`src/sv/binary_min_heap_queue_assert.svh`:
```
// assertion macros for the heap queue
// no dependencies; taken in by the top level
`ifndef BINARY_MIN_HEAP_QUEUE_ASSERT_SVH
`define BINARY_MIN_HEAP_QUEUE_ASSERT_SVH
`ifndef SYNTHESIS
`define BHQ_ASSERT(label, clk, rst_n, prop) \
    label: assert property (@(posedge clk) disable iff (!rst_n) (prop)) \
        else $error("bhq assertion failed");
`define BHQ_ASSERT_NEXT(label, clk, rst_n, ante, cons) \
    label: assert property (@(posedge clk) disable iff (!rst_n) (ante) |=> (cons)) \
        else $error("bhq assertion failed");
`else
`define BHQ_ASSERT(label, clk, rst_n, prop)
`define BHQ_ASSERT_NEXT(label, clk, rst_n, ante, cons)
`endif
`endif

```
`src/sv/bhq_pkg.sv`:
```
// shared types and constants of the heap queue
// no dependencies
package bhq_pkg;

    localparam int CAPACITY_DEF = 1024;
    localparam int KEY_W        = 32;
    localparam int CMD_W        = 3;
    localparam int STATUS_W     = 2;
    localparam int FOUND_W      = 10;
    localparam int COUNT_W      = 11;

    typedef enum logic [CMD_W-1:0] {
        CMD_INSERT = 3'd0,
        CMD_DELETE = 3'd1,
        CMD_SEARCH = 3'd2,
        CMD_APPEND = 3'd3,
        CMD_BUILD  = 3'd4
    } t_cmd;

    typedef enum logic [STATUS_W-1:0] {
        STS_OK    = 2'd0,
        STS_FULL  = 2'd1,
        STS_EMPTY = 2'd2,
        STS_MISS  = 2'd3
    } t_status;

    typedef enum logic [3:0] {
        ST_IDLE,
        ST_UP_RD,
        ST_UP_CMP,
        ST_LD_RD,
        ST_LD,
        ST_DN_RL,
        ST_DN_RR,
        ST_DN_SEL,
        ST_DN_CMP,
        ST_SR_RD,
        ST_SR_CMP,
        ST_DONE
    } t_state;

endpackage

```
`src/sv/bhq_cmp.sv`:
```
// shared key comparator: signed less-than and equality
// depends on bhq_pkg
module bhq_cmp (
    input  logic signed [bhq_pkg::KEY_W-1:0] i_a,
    input  logic signed [bhq_pkg::KEY_W-1:0] i_b,
    output logic                             o_lt,
    output logic                             o_eq
);
    assign o_lt = (i_a < i_b);
    assign o_eq = (i_a == i_b);
endmodule

```
`config.mk`:
```
export PLATFORM = sky130hd
export DESIGN_NAME = bhq_cmp
export DESIGN_NICKNAME = d
export VERILOG_FILES = /design/src/sv/binary_min_heap_queue_assert.svh /design/src/sv/bhq_pkg.sv /design/src/sv/bhq_cmp.sv
export SDC_FILE = /design/constraint.sdc
export NUM_CORES = 1
export LEC_CHECK = 0
export ABC_AREA = 1
export BUFFER_PORTS_ARGS = -buffer_cell sky130_fd_sc_hd__buf_4
export CORE_ASPECT_RATIO = 1.25
export CORE_MARGIN = 4
export CORE_UTILIZATION = 43
export DETAILED_ROUTE_END_ITERATION = 10
export PLACE_DENSITY = 0.87
export SETUP_SLACK_MARGIN = 0.15
export SLEW_MARGIN = 20
export SYNTH_ARGS = -nofsm -noshare
export SYNTH_HDL_FRONTEND = slang
export SYNTH_SLANG_ARGS = --single-unit
```
`constraint.sdc`:
```
create_clock -name vclk -period 1.2
set_clock_uncertainty 0.05 [all_clocks]
set_input_delay 0.06 -clock vclk [all_inputs]
set_output_delay 0.06 -clock vclk [all_outputs]
set_load 0.005 [all_outputs]
```
# --- Word-level counts from Yosys, hierarchy flattened ---
# Cells that the tools add are included.
word_totals:
  register_bits: 0
  elab_cells: 2
op_classes:
  order_cmp: 1
  n_eq_ne: 1
op_table:
  columns: ["op", "count"]
  rows:
  - ["== test 32 bit", 1]
  - ["less-than comparator 32 bit", 1]

# --- Logic depth before layout (Yosys ltp) ---
# Gate-level depths: netlist of the first run.
depth:
  ltp_word: 1
  mapped_depth: 15
  mapped_depth_nobuf: 15

# --- Worst setup path after synthesis of the first run ---
# No wires, ideal clock.
synth_timing:
  kind: "input to output"
  start: "input port i_b[31] (netlist bit)"
  end: "output port o_lt"
  n_path_buf: 0
  arrival_time_ns: 0.982
  setup_slack_ns: 0.108
  path_stages: 9
  path_cell_list: "inv_1 ha_1 a21oi_1 o21a_2 nand2_1 a21oi_2 nand2_1 nand2_1 nand2_1"
synth_between:
  elab_chain_len: 1
synth_rtl:
  columns: ["element", "line", "text"]
  rows:
  - ["from (decl)", "bhq_cmp.sv:5", "input logic signed [bhq_pkg::KEY_W-1:0] i_b,"]
  - ["less-than comparator 32 bit", "bhq_cmp.sv:9", "assign o_lt = (i_a < i_b);"]
  - ["to (decl)", "bhq_cmp.sv:6", "output logic o_lt,"]
# No other way between the ends.

# --- Worst setup path after layout of the first run ---
layout_timing:
  start: "input port i_b[21] (netlist bit)"
  end: "output port o_lt"
# The elaborated chain is that of the path after synthesis.

==> out/qor.yml, run 1 <==
critPathMaxFanout: 2
min_period_ns: 1.43
holdWs_ns: 0.592
crit_required_ns: 1.09
place_ws_ns: -0.209
rsz0062_at_grt: "true"
final.setup.worst_slack_ns: -0.233
tightest_slew_ns: 0.163
setup_viol: 2
drt_pass1_iterations: 5
grt_max_degree: 4
multi_input_comb_area_mm2: 0.00106
arrival_ns: 1.32
violations: "negative setup slack"
maxSlewViolCount: 0
min_path_type: "input port to output port"
grt_pass1_vias: 1321
status: "complete, but fails checks"
synth.distinct_cells: 16
timing_worst_setup_path_type: "input port to output port"
ios: 66
antenna_found_initial: 0
antenna_left: 0
grt_overflow: 0
fin_nets: 311
rows: 18
register_area_um2: 0
syn-num-nets: 240
p_per_area_mw_per_mm2: 350
post_drt_wl_per_cell_um: 13.6
syn-cell-area_um2: 886
start_kind: "input port"
fill_cells: 83
yosysSeqAreaShare: 0
syn_area_per_cell_um2: 6.15
fmax_mhz: 698
dp_cells: 233
post_cts_buffers: 0
start_util: 0.452
track_usage: 0.217
fp.dieH_um: 58.7
cts_hold_buf: 0
relSlewSlack: 0.891
viasPerCell: 5.12
grt.met3_usage: 0.0354
routabilityCongestion: 0.755
hold_viol_final: 0
met1_usage: 0.188
hpwlAfterDp_um: 2620
end_kind: "output port"
floorplan.die.width_um: 48.6
drive_gt1_frac: 0.610
ir_worst_vdd_v: 0.000244
grtUsageMet2: 0.487
grt_pass1_wl_um: 5140
drtIter0Drc: 13
grt.busiest_layer: "met2"
core_mm2: 0.00196
syn_inst: 144
die-area_mm2: 0.00285
synth_warnings: 0
io_buffers: 66
setup-tns-final_ns: -0.279
leakage_nw: 0.941
seq_cell_count: 0
vias: 1194
stdcell_count: 233
fin_total_pwr_mw: 0.625
max_cap_violations: 0
syn_to_final_growth_pct: 102
min_period_over_period: 1.19
antenna_cells: 0
num-clock-buffers: 0
drc_errors: 0
wl_um: 3160
-- synth_stat cells (all sizes together) --
| library cell | number | area (um^2) |
|---|---|---|
| a21o | 1 | 7.51 |
| a21oi | 13 | 68.8 |
| ha | 32 | 400 |
| inv | 40 | 150 |
| nand2 | 36 | 140 |
| nand3 | 3 | 15.0 |
| nand4 | 3 | 25.0 |
| nor2 | 10 | 40.0 |
| nor3 | 3 | 20.0 |
| o21a | 1 | 8.76 |
| o21ai | 2 | 10.0 |
-- where the power goes --
group / leakage, nW / internal [mW] / total [mW] / switching [mW]
clock network: 0 / 0 / 0 / 0
logic: 0.941 / 0.351 / 0.625 / 0.275
registers: 0 / 0 / 0 / 0
total: 0.941 / 0.351 / 0.625 / 0.275
-- final cells by class --
type,instances,area share
Multi-Input combinational cell,104,0.594
Tap cell,20,0.0140
Inverter,40,0.0938
Timing Repair Buffer,69,0.298
-- critical path: stages --
cell	delay, ns
buf_6	0.10
inv_4	0.05
ha_4	0.19
a21oi_2	0.14
nor2_1	0.06
nor2_1	0.12
nand3_2	0.08
a21oi_2	0.16
nand2_1	0.08
nand2_1	0.07
nand2_1	0.07
buf_4	0.14
-- kinds of logic after synthesis --
| kind of cell | count (synthesis) | share of synthesized area |
|---|---|---|
| and+or+nand+nor | 55 | 0.271 |
| AOI/OAI and AO/OA | 17 | 0.107 |
| adders and majority gates | 32 | 0.452 |
| buffers and inverters | 40 | 0.169 |
-- placed cells by master (no fill, tap or decap) --
| cell | n |
|---|---|
| nand3_2 | 1 |
| inv_4 | 7 |
| nor2_1 | 8 |
| nand2_1 | 28 |
| buf_6 | 4 |
| nand3_1 | 2 |
| o21ai_0 | 1 |
| nor3_2 | 2 |
| nand4_2 | 1 |
| ha_1 | 10 |
| nand4_1 | 2 |
| buf_4 | 65 |
| a21o_1 | 1 |
| inv_1 | 23 |
| inv_2 | 10 |
| a21oi_1 | 6 |
| o21ai_1 | 1 |
| nor2_2 | 2 |
| ha_4 | 22 |
| o21a_2 | 1 |
| a21oi_2 | 7 |
| nand2_2 | 8 |
| nor3_1 | 1 |
-- path summary, 6_finish.rpt --
path / start / to / slack, ns / cells past startpoint
max: i_b[21] / o_lt / -0.23 / 12
min: i_a[1] / o_eq / 0.59 / 5
-- routing by layer --
layer / wire length [um] / vias up
met4: 99 / 0
met5: 0 / -
met3: 211 / 8
met2: 1880 / 50
met1: 972 / 543
li1: - / 593
-- what timing repair did --
item,4_1_cts,5_1_grt
setup endpoints to repair,2,2
pin swaps,20,0
gates resized for setup,29,3
-- through the flow --
step / utilization / area, um^2
final: 0.912 / 1790
after global placement: 0.833 / 1630
after CTS: 0.909 / 1780
after detailed placement: 0.833 / 1630
after floorplan: - / 1090
after global routing: 0.912 / 1790
Power figures use the tool's default switching activity.
==> run 2, diff against run 1 <==
--- a/config.mk
+++ b/config.mk
@@ -5,11 +5,10 @@
 export SDC_FILE = /design/constraint.sdc
 export NUM_CORES = 1
 export LEC_CHECK = 0
-export ABC_AREA = 1
 export BUFFER_PORTS_ARGS = -buffer_cell sky130_fd_sc_hd__buf_4
 export CORE_ASPECT_RATIO = 1.25
 export CORE_MARGIN = 4
-export CORE_UTILIZATION = 43
+export CORE_UTILIZATION = 42
 export DETAILED_ROUTE_END_ITERATION = 10
 export PLACE_DENSITY = 0.87
 export SETUP_SLACK_MARGIN = 0.15
==> out/qor.yml, run 2 <==
status: "aborted with a tool error"
failing_step: "global routing"
error: "[ERROR GRT-0232] Routing congestion too high. Check the congestion heatmap in the GUI."
worst-ep-kind: "primary output"
hpwlAfterDp_um: 2580  # -1.5%
io_buffers: 66  # unchanged
synth_top_cells_by_count: "ha_1, inv_1, a21oi_1"
track_usage: 0.492
yosysSeqAreaShare: 0  # unchanged
synth_warnings: 0  # unchanged
floorplan.die.width_um: 47.5  # -2.2%
rows: 17  # -1
yosys.area.top_type_share: 0.488  # +0.0358
synth_area_leaders: "ha_1, inv_1, a21oi_1"
syn-cell-area_um2: 821  # -7.3%
syn_inst: 113  # -22%
start_util: 0.454  # +0.00187
grt_max_degree: 5
grt_overflow: 6
syn_area_per_cell_um2: 7.26  # +18%
routabilityCongestion: 0.779  # +3.2%
crit_endpoint: "o_lt"
synth_top_cell_by_area: "ha_1"
ios: 66  # unchanged
fp.dieH_um: 57.4  # -2.2%
syn-num-nets: 209  # -13%
synth.distinct_cells: 24  # +8
cts_hold_buf: 0  # unchanged
run 2: cell count changes after synthesis, moves of 2 or more:
cell,delta
inv_1,-8
nand2_1,-27
nand2_2,-2
nand4_1,+4
nor2_1,-5
run 2: logic make-up after synthesis:
kind of cell / count (synthesis) / synth area share
AOI/OAI and AO/OA: 25 / 0.206
buffers and inverters: 32 / 0.146
and+or+nand+nor: 24 / 0.160
adders and majority gates: 32 / 0.488
run 2: layer usage:
metal	track usage	overflow
met1	0.489	0
met2	0.680	5
met3	0.297	0
met4	0.438	1
met5	0.0222	0
run 2: timing repair:
action / in CTS
resized for setup: 14
buffers inserted: 3
pin swaps: 17
endpoints found under the setup margin: 2
run 2: stage by stage:
step           instance area (um^2)  instances  setup WS, ns  TNS [ns]
2_1_floorplan                  1040        113       -0.0463   -0.0463
3_3_place_gp                   1610        204        -0.340    -0.496
3_5_place_dp                   1610        204        -0.369    -0.551
4_1_cts                        1680        207        -0.343    -0.568
==> run 3, diff against run 2 <==
--- a/config.mk
+++ b/config.mk
@@ -6,12 +6,10 @@
 export NUM_CORES = 1
 export LEC_CHECK = 0
 export BUFFER_PORTS_ARGS = -buffer_cell sky130_fd_sc_hd__buf_4
-export CORE_ASPECT_RATIO = 1.25
-export CORE_MARGIN = 4
-export CORE_UTILIZATION = 42
+export CORE_AREA = 4 4 65 67
 export DETAILED_ROUTE_END_ITERATION = 10
-export PLACE_DENSITY = 0.87
-export SETUP_SLACK_MARGIN = 0.15
+export DIE_AREA = 0 0 69 71
+export PLACE_DENSITY_LB_ADDON = 0.15
 export SLEW_MARGIN = 20
 export SYNTH_ARGS = -nofsm -noshare
 export SYNTH_HDL_FRONTEND = slang
==> out/qor.yml, run 3 <==
seq_cell_count: 0
dr_wl_met2_um: 1500
fill_cells: 336
start_kind: "input port"
p_per_area_mw_per_mm2: 318
synth.distinct_cells: 24  # unchanged
slowest_delay_ns: 0.31
rows: 22  # +5
antenna_found_initial: 0
critPathMaxFanout: 3
crit_required_ns: 1.09
yosys.area.top_type_share: 0.488  # unchanged
setup-tns-final_ns: -0.676
dpl_cell_area_mm2: 0.00159  # -0.78%
final_common_cell: "buf_4"
drive_gt1_frac: 0.642
maxSlewViolCount: 0
hold_depth: 5
antenna_left: 0
die-area_mm2: 0.00490
vias: 1043
fin_nets: 285
viasPerCell: 4.44
min_period_over_period: 1.33
yosysSeqAreaShare: 0  # unchanged
min_path_type: "input port to output port"
tightest_slew_ns: 0.270
synth_warnings: 0  # unchanged
synth_top_cell_by_area: "ha_1"
floorplan.die.width_um: 69  # +45%
num-clock-buffers: 0
synth_area_leaders: "ha_1, inv_1, a21oi_1"
antenna_cells: 0
start_util: 0.226  # -0.228
setup_viol: 2
max_cap_violations: 0
grt_pass1_vias: 1037
violations: "negative setup slack"
holdWs_ns: 0.567
wl_um: 2570
final.setup.worst_slack_ns: -0.393
min_period_ns: 1.59
end_kind: "output port"
hpwlAfterDp_um: 2270  # -12%
crit_top_cell: "buf_4"
grt_pass1_wl_um: 4060
leakage_nw: 0.883
drc_errors: 0
cpMaxStageDelayCell: "a221o_1"
ios: 66  # unchanged
relSlewSlack: 0.819
wl_met3_um: 161
status: "complete, but fails checks"
core_mm2: 0.00363
grt_overflow: 0
register_area_um2: 0
place_ws_ns: -0.450  # -0.0811 ns
syn_to_final_growth_pct: 123
syn-num-nets: 209  # unchanged
cts_hold_buf: 0  # unchanged
drt-met1-wl_um: 904
timing_worst_setup_path_type: "input port to output port"
post_drt_wl_per_cell_um: 10.9
drtIter0Drc: 26
rsz0062_at_grt: "true"
syn_area_per_cell_um2: 7.26  # unchanged
mostFrequentLayoutCells: "buf_4, ha_4, inv_1, buf_6, ha_1"
synth_top_cells_by_count: "ha_1, inv_1, a21oi_1"
routabilityCongestion: 0.741  # -4.9%
ir_worst_vdd_v: 0.000123
routed.top_layer: "met3"
fmax_mhz: 628
syn_inst: 113  # unchanged
fin_util: 0.505
fp.dieH_um: 71  # +24%
syn-cell-area_um2: 821  # unchanged
path_cells: "buf_4 -> inv_12 -> ha_4 -> nand4_1 -> nor2_1 -> a221o_1 -> o31a_1 -> o22ai_2 -> buf_4"
arrival_ns: 1.48
grt_max_degree: 5
finalInstanceArea_mm2: 0.00183
hold_viol_final: 0
io_buffers: 66  # unchanged
drt_pass1_iterations: 2
track_usage: 0.0931
run 3: cells by family (layout without fill, tap and decap cells):
| logic type | after synthesis | in the layout | synth area share |
|---|---|---|---|
| AND/OR/NAND/NOR | 24 | 24 | 0.160 |
| AO/OA/AOI/OAI | 25 | 25 | 0.206 |
| adder cells (fa/ha/maj) | 32 | 32 | 0.488 |
| buffers and inverters | 32 | 106 | 0.146 |
run 3: final timing paths:
path                  slack [ns]    start  endpoint
worst max-delay path       -0.39  i_b[15]      o_lt
worst min-delay path        0.57   i_b[0]      o_eq
run 3: critical path: cells and delay by family:
kind / cells / cell delay [ns]
AOI/OAI and AO/OA: 3 / 0.70
adders and majority gates: 1 / 0.22
buffers and inverters: 3 / 0.29
and+or+nand+nor: 2 / 0.21
run 3: per-layer routing:
| layer | vias to the layer above | track usage |
|---|---|---|
| li1 | 545 | - |
| met3 | 0 | 0.0128 |
| met5 | - | 0 |
| met1 | 466 | 0.104 |
| met4 | 0 | 0 |
| met2 | 32 | 0.194 |
run 3: area by class of cell:
type / instances / area (um^2) / share of cell area
well taps: 48 / 60.1 / 0.0327
multi-input cells: 81 / 1010 / 0.550
inverters: 32 / 150 / 0.0819
repair buffers: 74 / 616 / 0.336
run 3: timing repair:
item	CTS	global route
resized for setup	18	24
pin swaps	14	10
endpoints found under the setup margin	2	2
buffers inserted	0	2
run 3: where the power goes:
group,switching (mW),internal [mW],total (mW)
combinational,0.231,0.353,0.584
clock,0,0,0
sequential,0,0,0
run 3: stage by stage:
| step | total power, mW | instances |
|---|---|---|
| 2_1_floorplan | 0.235 | 113 |
| 3_3_place_gp | 0.480 | 234 |
| 3_5_place_dp | 0.495 | 234 |
| 4_1_cts | 0.545 | 233 |
| 5_1_grt | 0.654 | 235 |
| 6_report | 0.584 | 235 |
==> run 4, diff against run 3 <==
--- a/config.mk
+++ b/config.mk
@@ -10,6 +10,7 @@
 export DETAILED_ROUTE_END_ITERATION = 10
 export DIE_AREA = 0 0 69 71
 export PLACE_DENSITY_LB_ADDON = 0.15
+export RECOVER_POWER = 50
 export SLEW_MARGIN = 20
 export SYNTH_ARGS = -nofsm -noshare
 export SYNTH_HDL_FRONTEND = slang
==> constraint.sdc (replaced) <==
create_clock -name vclk -period 1.49
set_clock_uncertainty 0.05 [all_clocks]
set_input_delay 0.0745 -clock vclk [all_inputs]
set_output_delay 0.0745 -clock vclk [all_outputs]
set_load 0.005 [all_outputs]
==> out/qor.yml, run 4 (synthesis results as in run 3) <==
syn_to_final_growth_pct: 122
mostFrequentLayoutCells: "buf_4, ha_4, inv_1, ha_1, buf_6"
rsz0062_at_grt: "true"
grt_pass1_wl_um: 4420  # +8.7%
antenna_cells: 0  # unchanged
vias: 1056  # +1.2%
relSlewSlack: 0.812  # -0.00645
core_mm2: 0.00363  # unchanged
fmax_mhz: 614
arrival_ns: 1.50  # +0.02 ns
p_per_area_mw_per_mm2: 259  # -19%
wl_um: 2690  # +4.6%
grt_pass1_vias: 1138  # +9.7%
register_area_um2: 0  # unchanged
tightest_slew_ns: 0.282  # +0.0119 ns
seq_cell_count: 0  # unchanged
fin_nets: 287  # +0.70%
final_common_cell: "buf_4"
hold_viol_final: 0  # unchanged
min_period_ns: 1.63
post_drt_wl_per_cell_um: 11.3  # +3.7%
track_usage: 0.101  # +0.00793
final.setup.worst_slack_ns: -0.138  # +0.254 ns
antenna_found_initial: 0  # unchanged
hpwlAfterDp_um: 2250  # -0.94%
hold_depth: 5  # unchanged
ios: 66  # unchanged
setup_viol: 1  # -1
grt_overflow: 0  # unchanged
cts_hold_buf: 0  # unchanged
holdWs_ns: 0.591  # +0.0245 ns
critPathMaxFanout: 3  # unchanged
setup-tns-final_ns: -0.138  # +0.538 ns
min_period_over_period: 1.09
end_kind: "output port"
io_buffers: 66  # unchanged
leakage_nw: 0.893  # +1.1%
max_cap_violations: 0  # unchanged
die-area_mm2: 0.00490  # unchanged
floorplan.die.width_um: 69  # unchanged
num-clock-buffers: 0  # unchanged
rows: 22  # unchanged
ir_worst_vdd_v: 0.000114  # -6.9%
min_path_type: "input port to output port"
start_kind: "input port"
grt_max_degree: 5  # unchanged
timing_worst_setup_path_type: "input port to output port"
fp.dieH_um: 71  # unchanged
crit_required_ns: 1.37  # +0.28 ns
routabilityCongestion: 0.747  # +0.88%
start_util: 0.226  # unchanged
antenna_left: 0  # unchanged
drt_pass1_iterations: 4  # +2
violations: "negative setup slack"
drc_errors: 0  # unchanged
maxSlewViolCount: 0  # unchanged
viasPerCell: 4.46  # +0.39%
drtIter0Drc: 9  # -65%
status: "complete, but fails checks"
drive_gt1_frac: 0.667  # +0.0250
## run 4: cell types whose count changed in the layout (fill, tap and decap cells not counted), moves of 2 or more
cell	delta
inv_1	-3
buf_4	+4
ha_4	-2
ha_1	+2
inv_2	+4
## run 4: per-layer routing
metal,GRT usage,part of all wire
met1,0.103,0.37
met2,0.218,0.55
met3,0.0213,0.075
met4,0,0
met5,0,0
## run 4: report_power, final
group          switching [mW]  internal, mW  total, mW
clock network               0             0          0
registers                   0             0          0
logic                   0.191         0.282      0.472
total                   0.191         0.282      0.472
## run 4: path summary, 6_finish.rpt
kind     from  endpoint  slack (ns)
max   i_b[13]      o_lt       -0.14
min    i_b[0]      o_eq        0.59
## run 4: repair_timing
action / CTS / global route
setup buffers: 2 / 0
pin swaps: 21 / 18
resized for setup: 45 / 25
endpoints found under the setup margin: 2 / 2
## run 4: layout make-up
class | count | area, um^2
fill | 361 | 1810
timing repair buffer | 76 | 619
multi-input combinational | 81 | 1000
inverter | 32 | 138
tap | 48 | 60.1
## run 4: metrics by stage
step	worst slack (ns)	instance area, um^2	total power, mW	std cells	utilization
6_report	-0.138	1820	0.472	237	0.501
5_1_grt	-0.242	1820	0.533	237	0.501
4_1_cts	-0.153	1700	0.436	237	0.468
3_5_place_dp	-0.266	1440	0.353	235	0.395
3_3_place_gp	-0.248	1440	0.343	235	0.395
2_1_floorplan	0.0673	821	0.158	113	-
## run 4: critical path, cell delays in order
cell	delay (ns)
buf_6	0.10
inv_4	0.05
ha_4	0.20
nand4_1	0.19
nor2_1	0.08
a221o_1	0.30
o31a_1	0.29
o22ai_2	0.09
buf_4	0.13
